[src/rtl/sih_pkg.sv]
// Shared types, constants and the hash step for the string intern table.
// No dependencies; every file of the block but sih_ram imports this package.
`default_nettype none

package sih_pkg;

    localparam logic [63:0] HASH_BASIS = 64'hcbf2_9ce4_8422_2325;
    localparam int          ID_W       = 10;
    localparam int          MAX_LEN_W  = 11;

    typedef enum logic [1:0] {
        ST_FOUND = 2'd0,
        ST_NEW   = 2'd1,
        ST_FULL  = 2'd2,
        ST_LONG  = 2'd3
    } status_t;

    // One finished name, handed from the front end to the lookup engine
    typedef struct packed {
        logic [63:0]          hash;
        logic [MAX_LEN_W-1:0] len;
        logic                 too_long;
        logic                 bank;
    } lookup_req_t;

    typedef enum logic [3:0] {
        B_CLEAR,
        B_IDLE,
        B_PROBE_RD,
        B_PROBE_CHK,
        B_CMP_RD,
        B_CMP_CHK,
        B_COPY_RD,
        B_COPY_WR,
        B_DONE
    } back_state_t;

    // FNV-1a step; the prime 2^40 + 0x1b3 is applied as shifts and adds
    function automatic logic [63:0] fnv_step(input logic [63:0] h, input logic [7:0] b);
        logic [63:0] x;
        begin
            x = h ^ {56'd0, b};
            fnv_step = (x << 40) + (x << 8) + (x << 7) + (x << 5) + (x << 4)
                     + (x << 1) + x;
        end
    endfunction

endpackage

`default_nettype wire

[src/rtl/sih_front.sv]
// Front end: hashes name bytes, buffers them in two banks, emits lookup requests.
// Depends on sih_pkg.
`default_nettype none

module sih_front
    import sih_pkg::*;
#(
    parameter int NAME_BYTES = 64,
    parameter int IDX_W      = 6,
    parameter int LEN_W      = 7
) (
    input  wire logic              aclk,
    input  wire logic              aresetn,
    input  wire logic              in_valid,
    output logic                   in_ready,
    input  wire logic [7:0]        in_byte,
    input  wire logic              in_last,
    input  wire logic              in_empty,
    input  wire logic              busy_clear,
    input  wire logic              q_room,
    output logic                   push,
    output lookup_req_t            push_req,
    output logic                   pend_we,
    output logic      [IDX_W:0]    pend_waddr,
    output logic      [7:0]        pend_wdata
);

    logic [63:0]      hash_reg, hash_next;
    logic [LEN_W-1:0] len_reg, len_next;
    logic             long_reg, long_next;
    logic             bank_reg, bank_next;
    logic             take;
    logic [63:0]      hash_fin;

    assign in_ready = !busy_clear && q_room;
    assign take     = in_valid && in_ready;

    // Fold the byte into the running state
    always_comb begin
        hash_next  = hash_reg;
        len_next   = len_reg;
        long_next  = long_reg;
        bank_next  = bank_reg;
        pend_we    = 1'b0;
        pend_waddr = {bank_reg, len_reg[IDX_W-1:0]};
        pend_wdata = in_byte;
        if (take && !in_empty) begin
            hash_next = fnv_step(hash_reg, in_byte);
            if (len_reg < LEN_W'(NAME_BYTES)) begin
                pend_we  = 1'b1;
                len_next = len_reg + 1'b1;
            end else begin
                long_next = 1'b1;
            end
        end
        hash_fin          = (hash_next == 64'd0) ? 64'd1 : hash_next;
        push              = take && in_last;
        push_req.hash     = hash_fin;
        push_req.len      = MAX_LEN_W'(len_next);
        push_req.too_long = long_next;
        push_req.bank     = bank_reg;
        if (push) begin
            hash_next = HASH_BASIS;
            len_next  = '0;
            long_next = 1'b0;
            bank_next = !bank_reg;
        end
    end

    always_ff @(posedge aclk) begin
        if (!aresetn) begin
            hash_reg <= HASH_BASIS;
            len_reg  <= '0;
            long_reg <= 1'b0;
            bank_reg <= 1'b0;
        end else begin
            hash_reg <= hash_next;
            len_reg  <= len_next;
            long_reg <= long_next;
            bank_reg <= bank_next;
        end
    end

endmodule

`default_nettype wire

[config.mk]
export PLATFORM = sky130hd
export DESIGN_NAME = sih_front
export DESIGN_NICKNAME = d
export VERILOG_FILES = /design/src/rtl/sih_pkg.sv /design/src/rtl/sih_front.sv
export SDC_FILE = /design/constraint.sdc
export NUM_CORES = 1
export LEC_CHECK = 0
export BUFFER_PORTS_ARGS = -buffer_cell sky130_fd_sc_hd__buf_2
export CAP_MARGIN = 0
export CORE_AREA = 2 2 173 175
export DETAILED_ROUTE_END_ITERATION = 8
export DIE_AREA = 0 0 175 177
export PLACE_DENSITY = 0.79
export SYNTH_ARGS = -nofsm -noshare
export SYNTH_HDL_FRONTEND = slang
export SYNTH_SLANG_ARGS = --single-unit
[constraint.sdc]
create_clock -name aclk -period 12.25 [get_ports aclk]
set_input_delay 3.0625 -clock aclk [delete_from_list [all_inputs] [get_ports aclk]]
set_output_delay 3.0625 -clock aclk [all_outputs]
set_load 0.02 [all_outputs]
==> impl_metrics.json, run 1 <==
{
  "hold_start": "hash_reg[3]",
  "max_cap_viol_count": 0,
  "netlist_area_um2": 14400,
  "post_drt_wl_per_cell_um": 19.7,
  "number_of_enable_type_register_cells_in_the_synthesized_netlist": 0,
  "max_clock_freq_ghz": 0.0817,
  "skew_final_ns": 0.0139,
  "postCtsHoldBufs": 0,
  "cts.reportedPaths.clkPinSlew_ns": 0.06,
  "number_of_buffers_between_clock_root_and_the_deepest_sink": 2,
  "post_synth.cell_area_avg_um2": 8.45,
  "cts.sink_count": 73,
  "numPlacedInstances": 2216,
  "ctsHtreeMaxLevel": 3,
  "cpMaxStageDelayCell": "sky130_fd_sc_hd__fa_1",
  "synth_area_leaders": "sky130_fd_sc_hd__fa_1, sky130_fd_sc_hd__inv_1, sky130_fd_sc_hd__dfxtp_1",
  "drt_first_pass_iters": 5,
  "flip_flop_count_of_the_largest_register_after_layout": 64,
  "synth_warnings": 0,
  "reg2reg_from": "hash_reg[22]",
  "via_count": 12400,
  "grt_usage_pct": 29.2,
  "min_path_type": "register to register",
  "tightest_slew_ns": 1.12,
  "via_count_of_the_first_global_routing_pass": 13000,
  "clock_latency_ns": 0.36,
  "maximum_fanout_along_the_worst_path": 6,
  "worst-setup-path-type": "primary input to primary output",
  "cts-buffers-inserted": 9,
  "clock-root-buffer": "sky130_fd_sc_hd__clkbuf_16",
  "totalWireLength_um": 44100,
  "die-area_um2": 31000,
  "rows": 63,
  "worst_setup_path_start_kind": "primary input",
  "synth_most_common_cell": "sky130_fd_sc_hd__inv_1",
  "die_h_um": 177,
  "drc_errors": 0,
  "drt_iter0_markers": 1024,
  "critPathArrivalTime_ns": 9.18,
  "synth_top_area_cell": "sky130_fd_sc_hd__fa_1",
  "antenna-diode-count": 0,
  "setup_viol": 0,
  "critPathRequiredTime_ns": 9.19,
  "startpoint": "in_byte[5]",
  "grt.overflow.total": 0,
  "share_of_the_yosys_chip_area_belonging_to_registers_pct": 10.2,
  "timing.final.crit_share_pct": 99.9,
  "fin_nets": 2214,
  "initial_utilization_pct": 49.1,
  "grt_first_pass_wirelength_um": 69700,
  "largest_net_degree_at_the_start_of_global_routing": 59,
  "routed_via_density": 5.56,
  "place.gp.congestion": 0.998,
  "antenna_found_initial": 0,
  "numPortBuffers": 105,
  "reg2reg_setup_slack_ns": 5.55,
  "cts_tree": "done",
  "post-synth-top-area-fraction_pct": 34.0,
  "ys_async_rst_share_pct": 0,
  "status": "finished clean",
  "report.final.hold_viol_count": 0,
  "netlist-cell-type-count": 78,
  "crit_top_cell": "sky130_fd_sc_hd__fa_1",
  "drive_above_1_share_pct": 16.4,
  "report.final.slew_viol_count": 0,
  "dp_wirelength_um": 36900,
  "top_level_ports": 110,
  "stdcell_count": 2237,
  "synth_commonest_cells": "sky130_fd_sc_hd__inv_1, sky130_fd_sc_hd__fa_1, sky130_fd_sc_hd__nand2_1",
  "die_w_um": 175,
  "syn2layout_area_growth_pct": 14.3,
  "max_stage_delay_ns": 0.57,
  "timing.final.crit_period_ns": 12.24,
  "critical_path.endpoint_type": "primary output",
  "postRouteAntennaNets": 0,
  "syn-instance-count": 1699,
  "synth_top_flop_cell": "sky130_fd_sc_hd__dfxtp_1",
  "core_um2": 29200,
  "slew_headroom_pct": 25.0,
  "synth.ff_latch_count": 73,
  "critical_path.cell_chain": "buf_2 > xnor2_2 > inv_1 > fa_1 > fa_1 > fa_1 > ha_1 > ha_2 > nand4_1 > or3_1 > o211ai_1 > or2_1 > buf_4 > mux2i_2 > nand2_1 > nor3_2 > and4bb_1 > o2111ai_2 > nor4_2 > nand4_1 > o41ai_2 > buf_4",
  "grt_setup_unrepaired": "yes"
}
-- critical path: cells and delay by family --
family,cells,cell delay (ns)
buffers and inverters,4,0.63
adders and majority gates,5,2.17
and+or+nand+nor,8,2.06
xor gates and xnor gates,1,0.24
muxes,1,0.23
AOI/OAI and AO/OA,3,0.76
-- per-stage QoR --
step / hold slack, ns / instance area (µm²) / TNS (ns) / setup WS, ns / util (%)
final: 0.522 / 16400 / 0 / 0.00948 / 56.1
after global routing: 0.548 / 16400 / -0.184 / -0.184 / 56.1
after CTS: 0.508 / 16100 / 0 / 0.0146 / 55.0
after detailed placement: 0.501 / 15700 / -0.211 / -0.211 / 53.8
after global placement: 0.500 / 15700 / -0.0780 / -0.0780 / 53.8
after floorplan: 0.463 / 14400 / 0 / 0.328 / -
-- routing by layer --
metal / global-route usage (%) / part of all wire, % / vias up
met1: 37.2 / 40 / 6170
met3: 4.83 / 7.2 / 112
met2: 49.8 / 48 / 527
li1: - / - / 5628
met5: 0 / 0 / -
met4: 11.5 / 3.9 / 0
-- worst paths after layout --
check,endpoint,cells past startpoint
setup / recovery,push_req[13],22
setup reg to reg,hash_reg[63],23
hold / removal,hash_reg[3],2
hold reg to reg,hash_reg[3],2
-- cells in the final DEF, fill, tap and decap left out, types with 8 or more instances in the layout --
cell type / n
sky130_fd_sc_hd__o21a_1: 11
sky130_fd_sc_hd__dfxtp_1: 73
sky130_fd_sc_hd__buf_2: 102
sky130_fd_sc_hd__nand4_1: 26
sky130_fd_sc_hd__clkbuf_16: 9
sky130_fd_sc_hd__buf_4: 105
sky130_fd_sc_hd__o21ai_1: 9
sky130_fd_sc_hd__and3_1: 11
sky130_fd_sc_hd__a31oi_1: 8
sky130_fd_sc_hd__xor2_1: 23
sky130_fd_sc_hd__a21oi_1: 97
sky130_fd_sc_hd__xnor2_1: 41
sky130_fd_sc_hd__fa_1: 242
sky130_fd_sc_hd__a21o_1: 26
sky130_fd_sc_hd__nor3_1: 18
sky130_fd_sc_hd__o21ai_0: 71
sky130_fd_sc_hd__ha_4: 9
sky130_fd_sc_hd__nor2_1: 73
sky130_fd_sc_hd__inv_1: 395
sky130_fd_sc_hd__nand2b_1: 20
sky130_fd_sc_hd__nand2_1: 126
sky130_fd_sc_hd__nand3_1: 28
sky130_fd_sc_hd__o211ai_1: 10
sky130_fd_sc_hd__ha_1: 100
sky130_fd_sc_hd__inv_2: 10
sky130_fd_sc_hd__and2_1: 37
sky130_fd_sc_hd__a211oi_1: 13
-- cell families after synthesis --
group           after synthesis  share of synthesized area (%)
flops                        73                           10.2
fa+ha+maj                   356                           43.8
xor+xnor                     74                           4.51
buf+inv                     485                           13.4
simple gates                402                           14.2
compound gates              299                           13.2
mux                           9                          0.653
other cells                   1                         0.0261
-- layout make-up --
class,instances,area (µm²)
Fill cell,2626,12800
Sequential cell,73,1460
Clock inverter,4,52.6
Multi-Input combinational cell,1144,11300
Inverter,405,1520
Clock buffer,11,253
Timing Repair Buffer,210,1330
Tap cell,390,488
-- what timing repair did --
item | in CTS | in global routing
cloned | 0 | 0
pin swaps | 5 | 30
resized for setup | 4 | 60
setup endpoints to repair | 1 | 3
setup buffers | 1 | 5
Power of run 1 is left out: the tool's default activity adds up to more than one toggle a clock period on the data nets, which glitch-free logic cannot reach.
==> run 2: changes to the inputs <==
==> constraint.sdc (replaced) <==
create_clock -name aclk -period 14.2 [get_ports aclk]
set_input_delay 3.55 -clock aclk [delete_from_list [all_inputs] [get_ports aclk]]
set_output_delay 3.55 -clock aclk [all_outputs]
set_load 0.02 [all_outputs]
==> run 2 against run 1 <==
  * Sequential cell count unchanged
  * First-iteration DRC count up 7.4%
  * Via count is 3.2% lower
  * Count of clock-buffer cells in the layout is 1 lower
  * Sequential share of layout area increased by 0.54 points
  * Register-to-register slack improved by 2.1 ns
  * Clock skew shrank 0.0052 ns
  * Hold slack lost 0.015 ns
  * Largest cell class unchanged
==> impl_metrics.json, run 2 (same netlist as run 1, synthesis figures left out) <==
{
  "worst-setup-path-type": "primary input to primary output",
  "largest_net_degree_at_the_start_of_global_routing": 59,
  "cts-buffers-inserted": 9,
  "report.final.hold_viol_count": 0,
  "place.gp.congestion": 0.985,
  "routed_via_density": 5.60,
  "initial_utilization_pct": 49.1,
  "grt_first_pass_wirelength_um": 68100,
  "grt.overflow.total": 0,
  "maximum_fanout_along_the_worst_path": 7,
  "timing.final.crit_share_pct": 98.4,
  "grt_usage_pct": 28.4,
  "drive_above_1_share_pct": 9.83,
  "cts.reportedPaths.clkPinSlew_ns": 0.06,
  "antenna-diode-count": 0,
  "rows": 63,
  "tightest_slew_ns": 1.04,
  "n_fill_cell": 2677,
  "critical_path.endpoint_type": "primary output",
  "drt_first_pass_iters": 5,
  "clock_latency_ns": 0.35,
  "worst_setup_path_start_kind": "primary input",
  "slew_headroom_pct": 30.2,
  "dp_wirelength_um": 35600,
  "layout.cells.most_common": "sky130_fd_sc_hd__inv_1",
  "postRouteAntennaNets": 0,
  "commonest_cells_after_routing_fill_and_taps_aside": "sky130_fd_sc_hd__inv_1, sky130_fd_sc_hd__fa_1, sky130_fd_sc_hd__nand2_1",
  "report.final.slew_viol_count": 0,
  "grt_setup_unrepaired": "no",
  "fin_nets": 2126,
  "clock-root-buffer": "sky130_fd_sc_hd__clkbuf_16",
  "drt_iter0_markers": 1100,
  "die_h_um": 177,
  "post_drt_wl_per_cell_um": 19.7,
  "cts.sink_count": 73,
  "timing.final.crit_period_ns": 13.97,
  "via_count": 12000,
  "setup_viol": 0,
  "die_w_um": 175,
  "tns_ns": 0,
  "max_clock_freq_ghz": 0.0716,
  "number_of_buffers_between_clock_root_and_the_deepest_sink": 2,
  "critPathArrivalTime_ns": 10.42,
  "via_count_of_the_first_global_routing_pass": 12500,
  "top_level_ports": 110,
  "syn2layout_area_growth_pct": 7.73,
  "die-area_um2": 31000,
  "cts_tree": "done",
  "max_cap_viol_count": 0,
  "core_um2": 29200,
  "totalWireLength_um": 42400,
  "post_cts_buffers": 0,
  "status": "finished clean",
  "critPathRequiredTime_ns": 10.65,
  "antenna_found_initial": 0,
  "flip_flop_count_of_the_largest_register_after_layout": 64,
  "finalCoreUtilization_pct": 52.9,
  "skew_final_ns": 0.00873,
  "numPortBuffers": 105,
  "hold-worst-slack_ns": 0.506,
  "min_path_type": "register to register",
  "ctsHtreeMaxLevel": 3,
  "drc_errors": 0
}
## run 2: worst max-delay path, cell delays in order
cell	delay [ns]
sky130_fd_sc_hd__buf_2	0.14
sky130_fd_sc_hd__xor2_1	0.33
sky130_fd_sc_hd__inv_2	0.19
sky130_fd_sc_hd__xnor2_1	0.21
sky130_fd_sc_hd__inv_1	0.06
sky130_fd_sc_hd__ha_1	0.28
sky130_fd_sc_hd__inv_1	0.05
sky130_fd_sc_hd__fa_1	0.53
sky130_fd_sc_hd__inv_1	0.04
sky130_fd_sc_hd__ha_1	0.28
sky130_fd_sc_hd__ha_1	0.29
sky130_fd_sc_hd__ha_1	0.18
sky130_fd_sc_hd__inv_1	0.06
sky130_fd_sc_hd__fa_1	0.40
sky130_fd_sc_hd__nand2b_2	0.24
sky130_fd_sc_hd__a211oi_4	0.34
sky130_fd_sc_hd__o21ai_2	0.16
sky130_fd_sc_hd__a21oi_1	0.29
sky130_fd_sc_hd__mux2i_1	0.30
sky130_fd_sc_hd__nand2_1	0.12
sky130_fd_sc_hd__or4b_1	0.51
sky130_fd_sc_hd__and4bb_1	0.34
sky130_fd_sc_hd__o2111ai_1	0.23
sky130_fd_sc_hd__nor4_2	0.41
sky130_fd_sc_hd__nand4_1	0.25
sky130_fd_sc_hd__o41ai_2	0.40
sky130_fd_sc_hd__buf_2	0.24
## run 2: path summary, 6_finish.rpt
path,from,to,slack (ns),cells past startpoint
min,hash_reg[11],hash_reg[11],0.51,2
max,in_byte[1],push_req[13],0.23,27
max reg2reg,hash_reg[23],hash_reg[63],7.62,21
min reg2reg,hash_reg[11],hash_reg[11],0.51,2
## run 2: metrics by stage
stage          setup slack, ns  instances  instance area, µm²
2_1_floorplan             1.30       1702               14400
3_3_place_gp             0.255       2134               15100
3_5_place_dp             0.133       2134               15100
4_1_cts                  0.112       2150               15400
5_1_grt                 0.0401       2150               15500
6_report                 0.227       2150               15500
## run 2: layout make-up
class                           instances  area [µm²]  share of cell area, %
Clock inverter                          6        90.1                  0.582
Timing Repair Buffer                  122         653                   4.22
Tap cell                              390         488                   3.15
Sequential cell                        73        1460                   9.45
Clock buffer                           10         229                   1.48
Multi-Input combinational cell       1144       11000                   71.3
Inverter                              405        1520                   9.83
## run 2: metal layers
metal / GRT usage (%) / wire [µm] / vias to the layer above
met4: 11.5 / 1830 / 0
li1: - / - / 5453
met1: 37.0 / 17300 / 5903
met5: 0 / 0 / -
met2: 47.4 / 20000 / 582
met3: 4.68 / 3310 / 99
## run 2: what timing repair did
action / in CTS / in global routing
setup endpoints to repair: 0 / 1
hold buffers: 0 / 0
gates resized for setup: 0 / 5
Power of run 2 is left out for the same reason.
