$ cat config.mk
export PLATFORM = sky130hd
export DESIGN_NAME = sih_queue
export DESIGN_NICKNAME = d
export VERILOG_FILES = /design/src/rtl/sih_pkg.sv /design/src/rtl/sih_queue.sv
export SDC_FILE = /design/constraint.sdc
export NUM_CORES = 1
export LEC_CHECK = 0
export BUFFER_PORTS_ARGS = -buffer_cell sky130_fd_sc_hd__buf_4
export CORE_UTILIZATION = 30
export CTS_CLUSTER_DIAMETER = 50
export CTS_CLUSTER_SIZE = 12
export DETAILED_ROUTE_END_ITERATION = 6
export PLACE_DENSITY_LB_ADDON = 0.1
export SLEW_MARGIN = 30
export SYNTH_ARGS = -nofsm -noshare
export SYNTH_HDL_FRONTEND = slang
export SYNTH_SLANG_ARGS = --single-unit
$ cat constraint.sdc
create_clock -name aclk -period 4.8 [get_ports aclk]
set_input_delay 0 -clock aclk [delete_from_list [all_inputs] [get_ports aclk]]
set_output_delay 0 -clock aclk [all_outputs]
set_load 0.01 [all_outputs]
$ cat src/rtl/sih_pkg.sv
// Shared types, constants and the hash step for the string intern table.
// No dependencies; every file of the block but sih_ram imports this package.
`default_nettype none

package sih_pkg;

    localparam logic [63:0] HASH_BASIS = 64'hcbf2_9ce4_8422_2325;
    localparam int          ID_W       = 10;
    localparam int          MAX_LEN_W  = 11;

    typedef enum logic [1:0] {
        ST_FOUND = 2'd0,
        ST_NEW   = 2'd1,
        ST_FULL  = 2'd2,
        ST_LONG  = 2'd3
    } status_t;

    // One finished name, handed from the front end to the lookup engine
    typedef struct packed {
        logic [63:0]          hash;
        logic [MAX_LEN_W-1:0] len;
        logic                 too_long;
        logic                 bank;
    } lookup_req_t;

    typedef enum logic [3:0] {
        B_CLEAR,
        B_IDLE,
        B_PROBE_RD,
        B_PROBE_CHK,
        B_CMP_RD,
        B_CMP_CHK,
        B_COPY_RD,
        B_COPY_WR,
        B_DONE
    } back_state_t;

    // FNV-1a step; the prime 2^40 + 0x1b3 is applied as shifts and adds
    function automatic logic [63:0] fnv_step(input logic [63:0] h, input logic [7:0] b);
        logic [63:0] x;
        begin
            x = h ^ {56'd0, b};
            fnv_step = (x << 40) + (x << 8) + (x << 7) + (x << 5) + (x << 4)
                     + (x << 1) + x;
        end
    endfunction

endpackage

`default_nettype wire

$ cat src/rtl/sih_queue.sv
// Two-entry request queue between front end and lookup engine.
// Depends on sih_pkg.
`default_nettype none

module sih_queue
    import sih_pkg::*;
(
    input  wire logic        aclk,
    input  wire logic        aresetn,
    input  wire logic        push,
    input  lookup_req_t      push_req,
    input  wire logic        pop,
    output logic             head_valid,
    output lookup_req_t      head,
    output logic             room,
    output logic [1:0]       count
);

    lookup_req_t entry_reg [2];
    logic        rd_ptr_reg, wr_ptr_reg;
    logic [1:0]  count_reg;

    assign head_valid = count_reg != 2'd0;
    assign head       = entry_reg[rd_ptr_reg];
    assign room       = count_reg != 2'd2;
    assign count      = count_reg;

    // Store the pushed entry
    always_ff @(posedge aclk) begin
        if (push) begin
            entry_reg[wr_ptr_reg] <= push_req;
        end
    end

    // Advance pointers and count
    always_ff @(posedge aclk) begin
        if (!aresetn) begin
            rd_ptr_reg <= 1'b0;
            wr_ptr_reg <= 1'b0;
            count_reg  <= 2'd0;
        end else begin
            if (push) begin
                wr_ptr_reg <= !wr_ptr_reg;
            end
            if (pop) begin
                rd_ptr_reg <= !rd_ptr_reg;
            end
            count_reg <= count_reg + {1'b0, push} - {1'b0, pop};
        end
    end

endmodule

`default_nettype wire

==> results of run 1 <==
==> synth_stat cells <==
master    instances  area share, %
xnor3_1           1           0.38
dfxtp_1           5            1.7
ha_1              2           0.42
and2_1            4           0.42
buf_2             4           0.34
or2_2             1           0.11
o21a_1            1           0.13
xor2_1            1           0.15
mux2_4           30            7.6
mux2_2           47            9.0
edfxtp_1        154             78
nand2_1           1          0.063
nor2b_1           3           0.32
inv_1             2           0.13
buf_6             5           0.95
==> power by group through the flow <==
stage	clock network, mW	logic, mW	registers (mW)
floorplan	0	0.211	1.66
global placement	0	0.393	1.67
detailed placement	0	0.396	1.67
CTS	1.40	0.452	1.64
global route	1.45	0.476	1.65
finish	1.36	0.443	1.64
==> metal layers <==
layer	share of wire [%]	GRT usage, %
met5	0	0
met4	1.7	5.26
met3	7.7	4.58
met2	46	20.0
met1	45	14.5
==> cell type report <==
class | instances | area (um^2) | area share (%)
clock buffer | 18 | 429 | 4.87
clock inverter | 14 | 168 | 1.90
inverter | 2 | 7.51 | 0.0852
multi-input combinational | 91 | 1110 | 12.6
sequential | 159 | 4730 | 53.7
tap | 260 | 325 | 3.69
timing repair buffer | 245 | 2040 | 23.2
==> per-stage QoR <==
step	setup slack, ns	hold WS (ns)	std cells
2_1_floorplan	0.537	0.0989	261
6_report	2.37	0.303	789
3_3_place_gp	2.67	0.185	676
5_1_grt	2.20	0.289	789
4_1_cts	2.26	0.284	789
3_5_place_dp	2.61	0.188	676
==> worst reg2reg max path, cell delays in order, from the launching register on <==
cell     delay, ns
dfxtp_1       0.34
nor2b_4       0.64
buf_4         0.77
==> worst paths after layout <==
kind	from	to	depth (start not counted)
min reg2reg	rd_ptr_reg$_SDFFE_PN0P_	register	2
max reg2reg	wr_ptr_reg$_SDFFE_PN0P_	entry_reg[0][54]$_DFFE_PP_	2
min	push_req[35]	entry_reg[0][35]$_DFFE_PP_	2
max	register	head[2]	3
==> kinds of logic (layout without fill, tap and decap cells) <==
logic type | Yosys count | count (layout) | share of synthesized area (%)
compound gates | 1 | 1 | 0.127
xor+xnor | 2 | 2 | 0.530
fa+ha+maj | 2 | 2 | 0.424
buf+inv | 11 | 279 | 1.42
flops | 159 | 159 | 80.0
mux | 77 | 77 | 16.6
simple gates | 9 | 9 | 0.911
==> timing repair <==
action,in CTS,in global routing
endpoints found under the hold margin,159,0
hold buffers,81,0
setup endpoints to repair,0,0
==> results.cfg, run 1 <==
[cts]
cts_sinks = 159
post_cts_resized = 0
clk_pin_slew_ns = 0.07
h-tree-depth = 4
cts_setup_buffers = 0
numCtsBuffers = 17
cts_tree = yes
cts_root_buf = clkbuf_16
clock_latency_ns = 0.42
cts_buffer_depth = 2

[floorplanning]
start_util_pct = 31.1
rows = 50
dieHeight_um = 142
core_um2 = 19000
io_pins = 162
die_x_um = 142
die_area_um2 = 20300

[drt]
num_vias = 3249
drtIter0Drc = 110
wire_per_inst_um = 15.2
via_per_inst = 4.12
drt_wl_total_mm = 12.0
antenna_left = 0
dr.pass1.iters = 4
drc_errors = 0

[synth]
ys_ff_latch = 159
synth-seq-area-share_pct = 80.0
synth_nets = 344
syn_inst = 261
yosys_warnings = 0
syn_avg_cell_area_um2 = 22.6
synth.cell_area_um2 = 5910
netlist-cell-type-count = 15

[place]
placed_cell_area_um2 = 7400
dp_hpwl_mm = 7.19
port_buffers = 161
gp_congestion = 0.655

[global_route]
grt_pass1_wl_mm = 18.3
grt_util_all_layers_pct = 12.3
grt_pass1_vias = 3629
grt_start_max_net_pins = 55
grt-ovfl-total = 0
antenna_found_initial = 0

[setup_path]
critPathTopFamily = flip-flops
cp-start-kind = register
critPathKind = reg2out
arrival_ns = 2.43
cpMaxStageDelayCell = dfxtp_4
crit_path_frequent_cell = buf_4
endpoint_kind = output port
path_cells = buf_4, mux2_2, buf_4
cp_max_fo = 51
slowest_delay_ns = 0.86
worst_ep_required_time_ns = 4.80
reg2reg_slack_ns = 2.67
worstPathBufferInverterCount = 2

[layout]
drive_gt1_share_pct = 51.8
largest_reg_flops = 154
final_cell_mix = buf_4, edfxtp_1, dlygate4sd3_1
fin_nets = 599
finalInstanceArea_um2 = 8810
synthToLayoutAreaGrowth_pct = 49.1
final_core_util_pct = 46.3
mostFrequentLayoutCell = buf_4
num-fill-cells = 1729
n_antenna_cell = 0

[power_and_ir_drop]
power_frac_comb_pct = 12.9
power_mw = 3.44
clkPwrFrac_pct = 39.4
leakagePower_nw = 3.37
power_density_nw_per_um2 = 391
switchingPower_uw = 750
pwr-share-seq_pct = 47.7
internal_power_mw = 2.69
ir_worst_vdd_v = 0.000239
swShare_pct = 21.8

[sta]
rsz0062_at_grt = no
finalCriticalPeriod_ns = 2.43
tns_ns = 0
relSlewSlack_pct = 47.7
worst_pin_slew_ns = 0.783
fmax_ghz = 0.411
finClkSkew_ns = 0.00673
slew_viol_final = 0
timing.final.hold_violations = 0
fin_crit_sh_pct = 50.7
setup_viol = 0

[run_status]
outcome = finished clean

[job]
maxCapViolations = 0

[min_path]
hp-class = in2reg
Note: power is estimated with default switching activity, not from simulation.
==> inputs of run 2 (changes only) <==
--- a/config.mk
+++ b/config.mk
@@ -5,6 +5,7 @@
 export SDC_FILE = /design/constraint.sdc
 export NUM_CORES = 1
 export LEC_CHECK = 0
+export ABC_AREA = 1
 export BUFFER_PORTS_ARGS = -buffer_cell sky130_fd_sc_hd__buf_4
 export CORE_UTILIZATION = 30
 export CTS_CLUSTER_DIAMETER = 50
==> constraint.sdc (replaced) <==
create_clock -name aclk -period 2.2 [get_ports aclk]
set_input_delay 0 -clock aclk [delete_from_list [all_inputs] [get_ports aclk]]
set_output_delay 0 -clock aclk [all_outputs]
set_load 0.01 [all_outputs]
==> results.cfg, run 2 <==
[run_status]
outcome = finished clean

[floorplanning]
rows = 51
die_area_um2 = 20300
start_util_pct = 30.5
die_x_um = 142
io_pins = 162
core_um2 = 19400
dieHeight_um = 142

[place]
dp_slack_ns = 0.761
gp_congestion = 0.671
dp_cells = 696
port_buffers = 161
dp_hpwl_mm = 7.43

[setup_path]
critPathTopFamily = flip-flops
endpoint = head[44]
worstPathBufferInverterCount = 2
worst_ep_required_time_ns = 2.20
slowest_delay_ns = 0.60
cp_max_fo = 30
critPathKind = reg2out
cp-start-kind = register
timing.rr.start = count[0]$_SDFF_PN0_
reg2reg_to = count[0]$_SDFF_PN0_
arrival_ns = 1.83
reg2reg_slack_ns = 0.49
endpoint_kind = output port
r2r_cells = 7
cp.depth = 3
cpMaxStageDelayCell = dfxtp_4
path_cells = buf_12, mux2_2, buf_4

[cts]
cts_buffer_depth = 2
numCtsBuffers = 17
cts_root_buf = clkbuf_16
clock_latency_ns = 0.42
cts_sinks = 159
cts_tree = yes
cts_setup_buffers = 0
clk_pin_slew_ns = 0.06
post_cts_resized = 0
cts_hold_buf = 81
h-tree-depth = 4

[synth]
synth-edff-count = 154
ys_top_cells_by_area = edfxtp_1, mux2_2, mux2_4, dfxtp_1, buf_8
ys_top_cells_by_count = edfxtp_1, mux2_2, mux2_4
syn_avg_cell_area_um2 = 21.7
synth_top_area_share_pct = 78.2
yosys.area.top_type = edfxtp_1
synth_most_common_cell = edfxtp_1
synth.cell_area_um2 = 5920
ys_ff_latch = 159
yosys_warnings = 0
synth-seq-area-share_pct = 79.8
synthArstFlopShare_pct = 0
synth_nets = 356
syn_inst = 273
netlist-cell-type-count = 13
ys.flop_type = edfxtp_1

[sta]
relSlewSlack_pct = 62.0
finClkSkew_ns = 0.00588
finalCriticalPeriod_ns = 1.83
tns_ns = 0
timing.final.hold_violations = 0
worst_pin_slew_ns = 0.570
setup_viol = 0
finalWorstSetupSlack_ns = 0.375
rsz0062_at_grt = no
fmax_ghz = 0.548
slew_viol_final = 0
fin_crit_sh_pct = 83.0

[drt]
drtIter0Drc = 102
num_vias = 3320
drc_errors = 0
wire_per_inst_um = 14.6
wl_met1_mm = 5.11
routed.top_layer = met4
antenna_left = 0
wl_met3_um = 719
drt_wl_total_mm = 11.8
via_per_inst = 4.10
dr_wl_met2_mm = 5.78
dr.pass1.iters = 4

[min_path]
hp-class = in2reg

[global_route]
grt_util_all_layers_pct = 12.1
grt_pass1_vias = 3543
antenna_found_initial = 0
grt-ovfl-total = 0
grt_pass1_wl_mm = 17.9
grt_start_max_net_pins = 51

[layout]
fin_nets = 614
synthToLayoutAreaGrowth_pct = 49.9
largest_reg_flops = 154
drive_gt1_share_pct = 50.7
stdcell_count = 809
mostFrequentLayoutCell = buf_4
n_antenna_cell = 0
final_cell_mix = buf_4, edfxtp_1, dlygate4sd3_1

[job]
maxCapViolations = 0

[power_and_ir_drop]
power_density_nw_per_um2 = 834
leakagePower_nw = 3.41
ir_worst_vdd_v = 0.000511
[run 2: changes by cell type after synthesis, moves of 3 or more]
cell | previous run | this run
buf_6 | 5 | 2
nor2b_1 | 3 | 0
buf_8 | 0 | 3
and2_1 | 4 | 0
nand2_1 | 1 | 10
inv_1 | 2 | 7
nor2_1 | 0 | 7
[run 2: power breakdown]
part / switching, mW / internal, mW / leakage, nW
Clock: 1.17 / 1.78 / 0.282
Sequential: 0.0545 / 3.51 / 1.49
Combinational: 0.367 / 0.534 / 1.64
[run 2: worst min path at each step]
stage / start / to / cells past startpoint
CTS: push_req[2] / entry_reg[1][2]$_DFFE_PP_ / 2
detailed placement: push_req[21] / entry_reg[0][21]$_DFFE_PP_ / 1
floorplan: aresetn / count[0]$_SDFF_PN0_ / 2
global route: push_req[19] / entry_reg[1][19]$_DFFE_PP_ / 2
finish: push_req[4] / entry_reg[1][4]$_DFFE_PP_ / 2
global placement: push_req[21] / entry_reg[1][21]$_DFFE_PP_ / 1
[run 2: worst register-to-register path, stage by stage, from the launching register on]
cell           delay [ns]
dfxtp_1              0.34
inv_1                0.07
ha_1                 0.27
inv_1                0.04
ha_1                 0.26
nand2_1              0.06
dlygate4sd3_1        0.54
inv_1                0.04
[run 2: final cells by class]
type                            instances  area [um^2]
Fill cell                            1751        10500
Timing Repair Buffer                  248         2100
Sequential cell                       159         4730
Multi-Input combinational cell         98         1090
Clock inverter                         15          169
Inverter                                7         30.0
Clock buffer                           17          425
Tap cell                              265          332
[run 2: through the flow]
stage | hold slack, ns | total power [mW] | instance area, um^2 | utilization [%]
after CTS | 0.280 | 7.52 | 8870 | 45.7
after global routing | 0.286 | 7.70 | 8870 | 45.7
after global placement | 0.185 | 4.42 | 7470 | 38.5
after detailed placement | 0.187 | 4.43 | 7470 | 38.5
after floorplan | 0.0935 | 4.00 | 5930 | -
final | 0.304 | 7.40 | 8870 | 45.7
[run 2: layer usage]
metal,global-route usage [%],up-vias
met1,14.1,1620
met4,5.77,0
met2,19.9,111
met3,4.34,13
met5,0,-
li1,-,1576
[run 2: logic make-up after synthesis]
| group | share of synthesized area, % |
|---|---|
| flops | 79.8 |
| mux | 16.6 |
| simple gates | 1.16 |
| buf+inv | 1.92 |
| fa+ha+maj | 0.423 |
| compound gates | 0.0845 |
==> inputs of run 3 (changes only) <==
==> constraint.sdc (replaced) <==
create_clock -name aclk -period 1.85 [get_ports aclk]
set_input_delay 0 -clock aclk [delete_from_list [all_inputs] [get_ports aclk]]
set_output_delay 0 -clock aclk [all_outputs]
set_load 0.01 [all_outputs]
==> results.cfg, run 3 (synthesis results as in run 2) <==
[place]
placed_cell_area_um2 = 7480
dp_cells = 696
gp_congestion = 0.697
dp_hpwl_mm = 7.17
port_buffers = 161
dp_slack_ns = 0.550

[sta]
finalCriticalPeriod_ns = 1.71
finClkSkew_ns = 0.00867
worst_pin_slew_ns = 0.432
whs_ns = 0.302
relSlewSlack_pct = 71.2
tns_ns = 0
rsz0062_at_grt = no
timing.final.hold_violations = 0
fin_crit_sh_pct = 92.3
slew_viol_final = 0
setup_viol = 0
finalWorstSetupSlack_ns = 0.143
fmax_ghz = 0.586

[setup_path]
critPathTopFamily = buffers and inverters
path_cells = buf_4, mux2_2, buf_4
cp-start-kind = register
worst_ep_required_time_ns = 1.85
endpoint_kind = output port
worstPathBufferInverterCount = 2
cpMaxStageDelayCell = mux2_2
critPathKind = reg2out
crit_path_frequent_cell = buf_4
arrival_ns = 1.71
slowest_delay_ns = 0.40
cp_max_fo = 27

[power_and_ir_drop]
power_density_nw_per_um2 = 1020
leakagePower_nw = 3.45
ir_worst_vdd_v = 0.000609
power_mw = 9.10

[global_route]
grt_pass1_wl_mm = 18.2
grt-ovfl-total = 0
grt_util_all_layers_pct = 12.2
antenna_found_initial = 0
grt_start_max_net_pins = 61
grt_pass1_vias = 3499

[layout]
mostFrequentLayoutCell = buf_4
stdcell_count = 808
n_antenna_cell = 0
synthToLayoutAreaGrowth_pct = 51.0
final_core_util_pct = 46.1
fin_nets = 614
largest_reg_flops = 154
finalInstanceArea_um2 = 8930
final_cell_mix = buf_4, edfxtp_1, dlygate4sd3_1
drive_gt1_share_pct = 51.2

[drt]
drc_errors = 0
via_per_inst = 4.09
dr.pass1.iters = 4
num_vias = 3303
drtIter0Drc = 151
drt_wl_total_mm = 11.8
wire_per_inst_um = 14.6
antenna_left = 0

[cts]
cts_sinks = 159
numCtsBuffers = 17
h-tree-depth = 4
cts_root_buf = clkbuf_16
cts_tree = yes
clock_latency_ns = 0.42
clk_pin_slew_ns = 0.06
cts_buffer_depth = 2

[job]
maxCapViolations = 0

[floorplanning]
die_x_um = 142
die_area_um2 = 20300
start_util_pct = 30.5
core_um2 = 19400
rows = 51
io_pins = 162
dieHeight_um = 142

[run_status]
outcome = finished clean

[min_path]
hp-class = in2reg
-- run 3: routing by layer --
layer	part of all wire [%]	up-vias	GRT usage (%)
met5	0	-	0
met4	1.6	0	4.98
met3	6.4	12	4.61
met2	48	114	19.6
met1	44	1600	14.9
li1	-	1577	-
-- run 3: where the power goes --
group	leakage, nW	total, mW	internal, mW	switching [mW]
Clock	0.309	3.79	2.40	1.39
Combinational	1.65	1.10	0.641	0.458
Sequential	1.49	4.21	4.17	0.0471
-- run 3: layout make-up --
cell class / instances / area, um^2
clock buffer: 18 / 429
inverter: 7 / 30.0
tap: 265 / 332
timing repair buffer: 248 / 2110
fill: 1785 / 10500
clock inverter: 13 / 210
sequential: 159 / 4730
multi-input combinational: 98 / 1090
-- run 3: final timing paths --
| path | start | end | slack, ns | depth (start not counted) |
|---|---|---|---|---|
| max | register | head[0] | 0.14 | 3 |
| min | push_req[17] | entry_reg[1][17]$_DFFE_PP_ | 0.30 | 2 |
| max reg2reg | count[0]$_SDFF_PN0_ | count[0]$_SDFF_PN0_ | 0.14 | 7 |
| min reg2reg | rd_ptr_reg$_SDFFE_PN0P_ | register | 0.50 | 2 |
-- run 3: repair_timing --
item | in CTS | in global routing
buffers inserted | 0 | 0
hold buffers | 81 | 0
gates resized for setup | 0 | 0
hold endpoints to repair | 159 | 0
