[config.mk]
export PLATFORM = sky130hd
export DESIGN_NAME = sih_ram
export DESIGN_NICKNAME = d
export VERILOG_FILES = /design/src/rtl/sih_ram.sv
export SDC_FILE = /design/constraint.sdc
export NUM_CORES = 1
export LEC_CHECK = 0
export BUFFER_PORTS_ARGS = -buffer_cell sky130_fd_sc_hd__buf_2
export CORE_MARGIN = 2
export CORE_UTILIZATION = 40
export CTS_CLUSTER_SIZE = 28
export DETAILED_ROUTE_END_ITERATION = 10
export PLACE_DENSITY = 0.52
export SYNTH_ARGS = -nofsm -noshare
export SYNTH_HDL_FRONTEND = slang
export SYNTH_SLANG_ARGS = --single-unit
[constraint.sdc]
create_clock -name aclk -period 1.97 [get_ports aclk]
set_input_delay 0.0985 -clock aclk [delete_from_list [all_inputs] [get_ports aclk]]
set_output_delay 0.0985 -clock aclk [all_outputs]
set_load 0.01 [all_outputs]
[src/rtl/sih_ram.sv]
// Generic simple dual-port RAM: one write port, one read port, registered read.
// No dependencies.
`default_nettype none

module sih_ram #(
    parameter int WIDTH = 8,
    parameter int DEPTH = 16
) (
    input  wire logic                     aclk,
    input  wire logic                     we,
    input  wire logic [$clog2(DEPTH)-1:0] waddr,
    input  wire logic [WIDTH-1:0]         wdata,
    input  wire logic [$clog2(DEPTH)-1:0] raddr,
    output logic      [WIDTH-1:0]         rdata
);

    logic [WIDTH-1:0] mem [DEPTH];

    // Write and read once per cycle
    always_ff @(posedge aclk) begin
        if (we) begin
            mem[waddr] <= wdata;
        end
        rdata <= mem[raddr];
    end

endmodule

`default_nettype wire

==> summary.md, run 1 <==
| Metric | Value |
|---|---|
| Max FO, Critical Path | `1` |
| Post-DRT Antenna Nets | `0` |
| Max VDD drop | `around 600 uV` |
| Total gr overflow | `0` |
| Buf/Inv on CP | `0` |
| Die Y | `117 um` |
| Count of input and output buffers | `25` |
| Nets@finish | `302` |
| Max_slew headroom | `0.707` |
| Syn_area_per_cell | `roughly 22 um2` |
| Crit path launch | `mem[0][5]` |
| Layout area overhead | `18.4%` |
| Antenna violations before repair | `0` |
| Final WS setup | `between 0.5 and 0.6 ns` |
| DRC Markers | `0` |
| R2r startpoint | `mem[0][5]` |
| Die area | `13800 um2` |
| Fillers | `roughly 1100` |
| Post-Route WL | `10300 um` |
| Flops & latches, synth | `~140` |
| CTS Buf Count | `17` |
| Worst skew pair latency | `approximately 0.4 ns` |
| Slowest stage delay, CP | `a little over 0.5 ns` |
| Hold Startpoint | `wdata[6]` |
| Syn nets | `roughly 250` |
| All-Layer GR Usage | `0.162` |
| Fin util | `0.485` |
| PwrDens | `slightly above 1000 nW/um2` |
| Final Cycle Share | `0.707` |
| CP startpoint kind | `flop` |
| Count of clock tree sinks | `around 140` |
| Clk slew on worst S/H paths | `0.06 ns` |
| Top_reg_cell synth | `edfxtp_1` |
| Max H-tree Level | `4` |
| Synth async-reset ratio | `0` |
| Root Buffer | `clkbuf_16` |
| Tmin final | `between 1 and 1.5 ns` |
| Vias | `2395` |
| Final Wtd Congestion | `roughly 0.73` |
| Hold_ws | `0.0825 ns` |
| WS Path Type | `flop to flop` |
| Clock Path Buffers | `2` |
| Slew @ Worst Pin | `0.440 ns` |
| Slew Limit Fails | `0` |
| Cells after synthesis | `229` |
| CP arrival | `approximately 1.7 ns` |
| Worst min-delay path category | `input pin to flop` |
| Mapped Area | `between 5000 and 6000 um2` |
| Yosys cell types | `19` |
| Postcts setup bufs | `0` |
| Global-route wire length before repair | `around 16000 um` |
| Detailed Place HPWL | `~6400 um` |
| Cts hold-fix bufs | `0` |
| Clock Skew | `0.00802 ns` |
| Worst-path cell chain | `mux4_1 > a22oi_1 > nand2_1` |
| Register area share after synthesis | `0.778` |
| Crit path required time | `around 2.3 ns` |
| Total Power | `between 6 and 7 mW` |
| Critical path's slowest cell | `mux4_1` |
| N_diodes | `0` |
| I/O pins | `26` |
| Largest net degree at the start of global routing | `33` |
| Unrepaired setup endpoints after global routing | `no` |
| Wire per inst | `between 20 and 25 um` |
| EDFF count, synth | `128` |
| Pre-CTS setup slack | `0.359 ns` |
| Initial DRC count | `155` |
| CP top delay family | `multiplexers` |
| Vias in the first global route | `about 2600` |
| TritonRoute pass-1 iters | `4` |
| Final setup violating endpoints | `0` |
| Fmax | `approximately 720 MHz` |
| Vias per cell | `~5.1` |
| Die Wd | `between 100 and 150 um` |
| Yosys warning count | `0` |
| CTS tree | `yes` |
| CP Capture Type | `flop` |
| CTS resizes | `0` |
| Starting density of the core | `0.410` |
| Run status | `completed` |
| Row count | `a little over 40` |
| Max-Cap Viols | `0` |
| Setup tns final | `0 ns` |
| CORE AREA | `about 13000 um2` |
| P_leak | `between 2 and 2.5 nW` |
| Share of cells above drive strength 1 | `0.296` |
| Fin. Hold Viols | `0` |
flip-flops by register name, summed over array words and instances, names as in the netlist:
signal	count
mem	128
rdata	8
worst register-to-register path: cells and delay by family (launching register included):
| kind | cells | cell delay, ns |
|---|---|---|
| muxes | 1 | 0.51 |
| and+or+nand+nor | 1 | 0.09 |
| DFF | 1 | 0.36 |
| AOI/OAI and AO/OA | 1 | 0.31 |
cells by family (layout without fill, tap and decap cells):
logic type	count (synthesis)	after routing	share of synthesized area
compound gates	16	16	0.0233
buf+inv	10	78	0.0168
simple gates	35	35	0.0318
flops	136	136	0.778
mux	32	32	0.150
worst paths after layout:
kind / endpoint / slack (ns) / cells past startpoint
setup / recovery: rdata[5] / 0.58 / 3
hold / removal: mem[6][6] / 0.08 / 1
setup reg to reg: rdata[5] / 0.58 / 3
hold reg to reg: rdata[4] / 0.67 / 3
layout by cell type (no fill, tap or decap):
master,n
a22oi_1,16
and2_1,1
and2b_1,1
buf_12,2
buf_2,25
buf_4,19
clkbuf_1,9
clkbuf_16,17
clkbuf_8,2
clkinv_2,3
clkinvlp_4,1
dfxtp_1,8
edfxtp_1,128
mux4_1,14
mux4_2,18
nand2_1,9
nand2b_1,2
nand3_1,1
nand3b_1,2
nor2_1,13
nor2b_1,1
nor3_1,4
or3b_2,1
report_power, final:
| part | total [mW] | internal (mW) | leakage, nW | switching [mW] |
|---|---|---|---|---|
| Sequential | 3.26 | 3.24 | 1.22 | 0.0198 |
| Combinational | 0.309 | 0.133 | 0.590 | 0.176 |
| Clock | 2.71 | 1.67 | 0.246 | 1.04 |
| Total | 6.27 | 5.04 | 2.06 | 1.23 |
routing by layer:
metal	global-route usage	vias to the layer above	part of all wire
li1	-	1079	-
met1	0.229	1248	0.46
met5	0	-	0
met4	0.0497	0	0.0041
met2	0.250	66	0.49
met3	0.0409	2	0.050
synthesized netlist by cell type, types with 3 or more instances:
| cell type | count | share of area |
|---|---|---|
| mux4_2 | 18 | 0.079 |
| a22oi_1 | 16 | 0.023 |
| buf_6 | 3 | 0.0066 |
| nor3_1 | 4 | 0.0039 |
| buf_2 | 3 | 0.0029 |
| mux4_1 | 14 | 0.071 |
| dfxtp_1 | 8 | 0.031 |
| clkdlybuf4s25_2 | 3 | 0.0058 |
| nor2_1 | 13 | 0.0095 |
| edfxtp_1 | 128 | 0.75 |
| nand2_1 | 9 | 0.0066 |
metrics by stage:
stage | instance area [um2] | cells
2_1_floorplan | 5150 | 229
6_report | 6090 | 469
3_3_place_gp | 5580 | 437
5_1_grt | 6090 | 469
4_1_cts | 6090 | 469
3_5_place_dp | 5580 | 437
final cells by class:
type | instances | area [um2] | area share
clock buffer | 28 | 487 | 0.0799
clock inverter | 4 | 22.5 | 0.00370
multi-input combinational | 83 | 1060 | 0.174
sequential | 136 | 4000 | 0.657
tap | 172 | 215 | 0.0353
timing repair buffer | 46 | 308 | 0.0505
(Power assumes the default switching activity.)
==> run 2, diff against run 1 <==
Clock period 1.97 ns to 1.4 ns, I/O delays scaled along.
==> run 2 against run 1 <==
Sequential power grew 41%; non-clock buffer count up 6; sequential share of layout area is 2.0 points lower; clock power is 70% higher; worst setup slack got worse by 0.52 ns.
==> summary.md, run 2 (synthesis gave the netlist of run 1 again) <==
| Metric | Value |
|---|---|
| Run status | `completed` |
| Area of the multi-input gates | `1080 um2 (+2.4%)` |
| Worst Hold Depth | `1 (unchanged)` |
| Fin. Hold Viols | `0 (unchanged)` |
| CP top delay family | `multiplexers` |
| Unrepaired setup endpoints after global routing | `no` |
| Max FFs per register | `128 (unchanged)` |
| Met3 Usage GRT | `0.0579 (+0.0170)` |
| Postcts setup bufs | `0 (unchanged)` |
| Initial DRC count | `239 (+54%)` |
| R2R depth | `3 (unchanged)` |
| Biggest register | `mem` |
| PwrDens | `1530 nW/um2 (+49%)` |
| Worst min-delay path category | `input pin to flop` |
| Layout area overhead | `22.1%` |
| Worst skew pair latency | `0.41 ns (about the same)` |
| CP Capture Type | `flop` |
| Final setup violating endpoints | `0 (unchanged)` |
| Final Cycle Share | `0.962 (+0.255)` |
| Global-route wire length before repair | `15600 um (-3.0%)` |
| Top flop regs | `mem x128, rdata x8` |
| CP startpoint kind | `flop` |
| CTS resizes | `0 (unchanged)` |
| Fillers | `1018 (-4.4%)` |
| CORE AREA | `12600 um2 (unchanged)` |
| R2r startpoint | `mem[5][0]` |
| Post-DRT Antenna Nets | `0 (unchanged)` |
| Buf/Inv on CP | `0 (unchanged)` |
| Vias per cell | `5.16 (+0.96%)` |
| I/O pins | `26 (unchanged)` |
| Slew Limit Fails | `0 (unchanged)` |
| Critical path's slowest cell | `mux4_1` |
| Vias | `2449 (+2.3%)` |
| Max VDD drop | `1090 uV (+82%)` |
| Slew @ Worst Pin | `0.876 ns (+0.436 ns)` |
| Clock Path Buffers | `2 (unchanged)` |
| Max-Cap Viols | `0 (unchanged)` |
| Crit path required time | `1.69 ns (-0.56 ns)` |
| Antenna violations before repair | `0 (unchanged)` |
| Slowest stage delay, CP | `0.54 ns (+0.03 ns)` |
| CTS tree | `yes` |
| Starting density of the core | `0.410 (unchanged)` |
| WS Path Type | `flop to flop` |
| Most common cell after layout, fill and taps aside | `edfxtp_1` |
| Cts hold-fix bufs | `0 (unchanged)` |
| Clock Skew | `0.00709 ns (-0.000931 ns)` |
| Hold Startpoint | `wdata[5]` |
| Vias in the first global route | `2475 (-4.4%)` |
| CTS Buf Count | `17 (unchanged)` |
| Clk slew on worst S/H paths | `0.06 ns (about the same)` |
| Row count | `41 (unchanged)` |
| Reg2Reg Setup Slack | `0.05 ns (-0.52 ns)` |
| Largest net degree at the start of global routing | `28 (-15%)` |
| CP arrival | `1.64 ns (-0.03 ns)` |
| Max FO, Critical Path | `1 (unchanged)` |
| Max_slew headroom | `0.415 (-0.292)` |
| Count of clock tree sinks | `136 (unchanged)` |
| TritonRoute pass-1 iters | `5 (+1)` |
| Nets@finish | `308 (+2.0%)` |
| RR Endpoint | `rdata[0]` |
| Die Wd | `117 um (unchanged)` |
| Total gr overflow | `0 (unchanged)` |
| Post-Route WL | `10300 um (+0.69%)` |
| GR Layer Usage met1 | `0.230 (+0.00182)` |
| Final WS setup | `0.0535 ns (-0.524 ns)` |
| Die Y | `117 um (unchanged)` |
| GR peak layer | `met2` |
| Placed insts | `443 (+1.4%)` |
| Max H-tree Level | `4 (unchanged)` |
| Storage element area | `4000 um2 (unchanged)` |
| Fin cells | `475 (+1.3%)` |
| Final Wtd Congestion | `0.724 (-0.32%)` |
| Met2 GRT Util | `0.232 (-0.0186)` |
| P_leak | `2.15 nW (+4.3%)` |
| Wire per inst | `21.7 um (-0.58%)` |
| Fmax | `743 MHz (+3.4%)` |
| N_diodes | `0 (unchanged)` |
| All-Layer GR Usage | `0.161 (-0.000721)` |
| Die area | `13800 um2 (unchanged)` |
| Detailed Place HPWL | `6750 um (+4.9%)` |
| Root Buffer | `clkbuf_16` |
| Tmin final | `1.35 ns (-0.0460 ns)` |
| Count of input and output buffers | `25 (unchanged)` |
| Hold EP | `mem[3][5]` |
| Pre-CTS setup slack | `-0.170 ns (-0.529 ns)` |
| Worst-path cell chain | `mux4_1 > a22oi_1 > nand2_1` |
| Share of cells above drive strength 1 | `0.356 (+0.0601)` |
| DRC Markers | `0 (unchanged)` |
| Commonest non-fill, non-tap cells in the layout | `edfxtp_1, buf_2, buf_4` |
## run 2: changes by cell type in the layout (fill, tap and decap cells not counted), moves of 3 or more
cell / previous run / this run
buf_4: 19 / 24
clkinv_2: 3 / 6
clkbuf_1: 9 / 0
a22oi_1: 16 / 12
a22oi_2: 0 / 4
clkinvlp_4: 1 / 4
bufinv_16: 0 / 4
## run 2: per-stage QoR
stage          power, mW  hold WS [ns]  TNS [ns]  area (um2)   util
2_1_floorplan       4.90         0.169         0        5150      -
3_3_place_gp        5.12         0.464    -0.760        5650  0.449
3_5_place_dp        5.13         0.475    -0.748        5650  0.449
4_1_cts             9.74        0.0316         0        6270  0.499
5_1_grt             9.95        0.0478         0        6290  0.500
6_report            9.64        0.0457         0        6290  0.500
## run 2: layer usage
metal / up-vias / wire length, um
met4: 0 / 91
met3: 11 / 810
met5: - / 0
met2: 85 / 4790
li1: 1095 / -
met1: 1258 / 4630
## run 2: worst max-delay path by stage
stage / start / endpoint / slack, ns / cells after the start
floorplan: waddr[2] / mem[3][0] / 0.06 / 2
global placement: raddr[0] / rdata[7] / -0.18 / 6
detailed placement: raddr[0] / rdata[3] / -0.17 / 6
CTS: mem[8][3] / rdata[3] / 0.0008 / 3
global route: mem[5][0] / rdata[0] / 0.003 / 3
finish: mem[5][0] / rdata[0] / 0.05 / 3
## run 2: area by class of cell
type / instances / area share
repair buffers: 52 / 0.0581
multi-input cells: 83 / 0.172
flip-flops and latches: 136 / 0.637
well taps: 172 / 0.0342
clock buffers: 18 / 0.0699
clock inverters: 14 / 0.0287
## run 2: worst register-to-register path, delay by kind of cell, from the launching register on
family / cells / cell delay, ns
mux: 1 / 0.54
simple gates: 1 / 0.10
compound gates: 1 / 0.25
flops: 1 / 0.34
## run 2: power by group
group / total (mW) / switching, mW / internal [mW]
Combinational: 0.456 / 0.255 / 0.201
Sequential: 4.59 / 0.0319 / 4.55
Clock: 4.60 / 1.59 / 3.00
==> run 3, diff against run 2 <==
Clock period 1.4 ns to 1.7 ns, I/O delays scaled along.
==> run 3 against run 2 <==
Fmax is 4.7% lower; wire length increased by 0.23%; design area down 2.0%; clock-buffer cell count increased by 3; sequential power shrank 18%.
==> summary.md, run 3 (synthesis gave the netlist of run 1 again) <==
| Metric | Value |
|---|---|
| Layout area overhead | `19.7%` |
| Antenna violations before repair | `0 (unchanged)` |
| Worst min-delay path category | `input pin to flop` |
| Tmin final | `1.41 ns (+0.0669 ns)` |
| Count of clock tree sinks | `136 (unchanged)` |
| Root Buffer | `clkbuf_16` |
| Post-DRT Antenna Nets | `0 (unchanged)` |
| Gate power share | `0.048 (about the same)` |
| CP top delay family | `multiplexers` |
| Net Sw Power | `1.52 mW (-19%)` |
| Nets@finish | `304 (-1.3%)` |
| Hold Startpoint | `wdata[6]` |
| Slew @ Worst Pin | `0.443 ns (-0.433 ns)` |
| TritonRoute pass-1 iters | `4 (-1)` |
| Detailed Place HPWL | `6350 um (-6.0%)` |
| Die area | `13800 um2 (unchanged)` |
| Metal2 WL | `5030 um (+5.1%)` |
| Met1 Wirelength | `4550 um (-1.6%)` |
| Int Power | `6.00 mW (-23%)` |
| Pre-CTS setup slack | `0.140 ns (+0.310 ns)` |
| Critical path's slowest cell | `mux4_1` |
| Total gr overflow | `0 (unchanged)` |
| Final setup violating endpoints | `0 (unchanged)` |
| Largest net degree at the start of global routing | `33 (+18%)` |
| Vias in the first global route | `2609 (+5.4%)` |
| Count of input and output buffers | `25 (unchanged)` |
| WS Path Type | `flop to flop` |
| Vias | `2435 (-0.57%)` |
| Die Wd | `117 um (unchanged)` |
| DR WL met3 | `611 um (-25%)` |
| All-Layer GR Usage | `0.165 (+0.00390)` |
| Max FFs per register | `128 (unchanged)` |
| Slowest stage delay, CP | `0.52 ns (-0.02 ns)` |
| Max FO, Critical Path | `1 (unchanged)` |
| Max-Cap Viols | `0 (unchanged)` |
| Clock Skew | `0.00521 ns (-0.00188 ns)` |
| Max_slew headroom | `0.704 (+0.290)` |
| Worst-path cell chain | `mux4_1 > a22oi_1 > nand2_1` |
| Instance count on the critical path | `3 (unchanged)` |
| N_diodes | `0 (unchanged)` |
| Hold_ws | `0.0542 ns (+0.00849 ns)` |
| PwrDens | `1220 nW/um2 (-20%)` |
| Final WS setup | `0.287 ns (+0.233 ns)` |
| Max VDD drop | `639 uV (-41%)` |
| Clock Path Buffers | `2 (unchanged)` |
| Row count | `41 (unchanged)` |
| CORE AREA | `12600 um2 (unchanged)` |
| Cts hold-fix bufs | `0 (unchanged)` |
| Commonest non-fill, non-tap cells in the layout | `edfxtp_1, buf_2, buf_4` |
| CTS resizes | `0 (unchanged)` |
| Top layer reached by signal wires | `met4` |
| Postcts setup bufs | `0 (unchanged)` |
| Worst Hold Depth | `1 (unchanged)` |
| Final Wtd Congestion | `0.731 (+0.92%)` |
| Top flop regs | `mem x128, rdata x8` |
| Fin. Hold Viols | `0 (unchanged)` |
| Sequential share of power | `0.502 (+0.026)` |
| Setup tns final | `0 ns (unchanged)` |
| Max H-tree Level | `4 (unchanged)` |
| DRC Markers | `0 (unchanged)` |
| Post-Route WL | `10300 um (+0.23%)` |
| Buf/Inv on CP | `0 (unchanged)` |
| Fmax | `708 MHz (-4.7%)` |
| Global-route wire length before repair | `15900 um (+2.3%)` |
| Starting density of the core | `0.410 (unchanged)` |
| Crit path required time | `2.00 ns (+0.31 ns)` |
| Unrepaired setup endpoints after global routing | `no` |
| Slew Limit Fails | `0 (unchanged)` |
| Most common cell after layout, fill and taps aside | `edfxtp_1` |
| Reg2Reg Setup Slack | `0.29 ns (+0.23 ns)` |
| Initial DRC count | `188 (-21%)` |
| Worst skew pair latency | `0.42 ns (about the same)` |
| Clock share of power | `0.450 (-0.027)` |
| Clk slew on worst S/H paths | `0.06 ns (about the same)` |
| Biggest register | `mem` |
| Post-Place Cell Area | `5610 um2 (-0.62%)` |
| CTS tree | `yes` |
| Final Cycle Share | `0.831 (-0.130)` |
| Share of cells above drive strength 1 | `0.318 (-0.0387)` |
| CP startpoint kind | `flop` |
| Final instance area | `6160 um2 (-2.0%)` |
| CP Capture Type | `flop` |
| Sw Share | `0.202 (+0.00703)` |
| R2R depth | `3 (unchanged)` |
| R2r startpoint | `mem[2][3]` |
| CP arrival | `1.71 ns (+0.07 ns)` |
| Run status | `completed` |
| Fin util | `0.490 (-0.00995)` |
| Vias per cell | `5.17 (+0.27%)` |
| CTS Buf Count | `17 (unchanged)` |
| I/O pins | `26 (unchanged)` |
| P_leak | `2.10 nW (-2.1%)` |
| Wire per inst | `22.0 um (+1.1%)` |
| Die Y | `117 um (unchanged)` |
| Crit path launch | `mem[2][3]` |
[run 3: worst register-to-register path, delay by kind of cell (launching register included)]
family | cells | cell delay [ns]
AOI/OAI and AO/OA | 1 | 0.31
muxes | 1 | 0.52
and+or+nand+nor | 1 | 0.09
DFF | 1 | 0.36
[run 3: power by group through the flow]
stage | logic [mW] | clock network (mW) | registers [mW]
6_report | 0.364 | 3.38 | 3.77
5_1_grt | 0.399 | 3.61 | 3.78
4_1_cts | 0.375 | 3.44 | 3.77
3_5_place_dp | 0.375 | 0 | 3.84
3_3_place_gp | 0.369 | 0 | 3.84
2_1_floorplan | 0.190 | 0 | 3.84
[run 3: area by class of cell]
cell class              count  area [um2]
fillers                  1037        6410
flip-flops and latches    136        4000
multi-input cells          83        1060
clock buffers              21         470
repair buffers             48         335
well taps                 172         215
clock inverters            11        78.8
[run 3: layer usage]
layer  GRT usage  vias up
li1            -     1085
met1       0.216     1267
met2       0.250       69
met3      0.0637       14
met4      0.0663        0
met5           0        -
[run 3: worst paths after layout]
kind                                  end
worst max-delay path             rdata[3]
worst min-delay path            mem[9][6]
worst max register to register   rdata[3]
worst min register to register   rdata[0]
[run 3: stage by stage]
stage                     power [mW]  std cells
after floorplan                 4.04        229
after CTS                       7.59        471
final                           7.52        471
after detailed placement        4.21        439
after global placement          4.21        439
after global routing            7.78        471
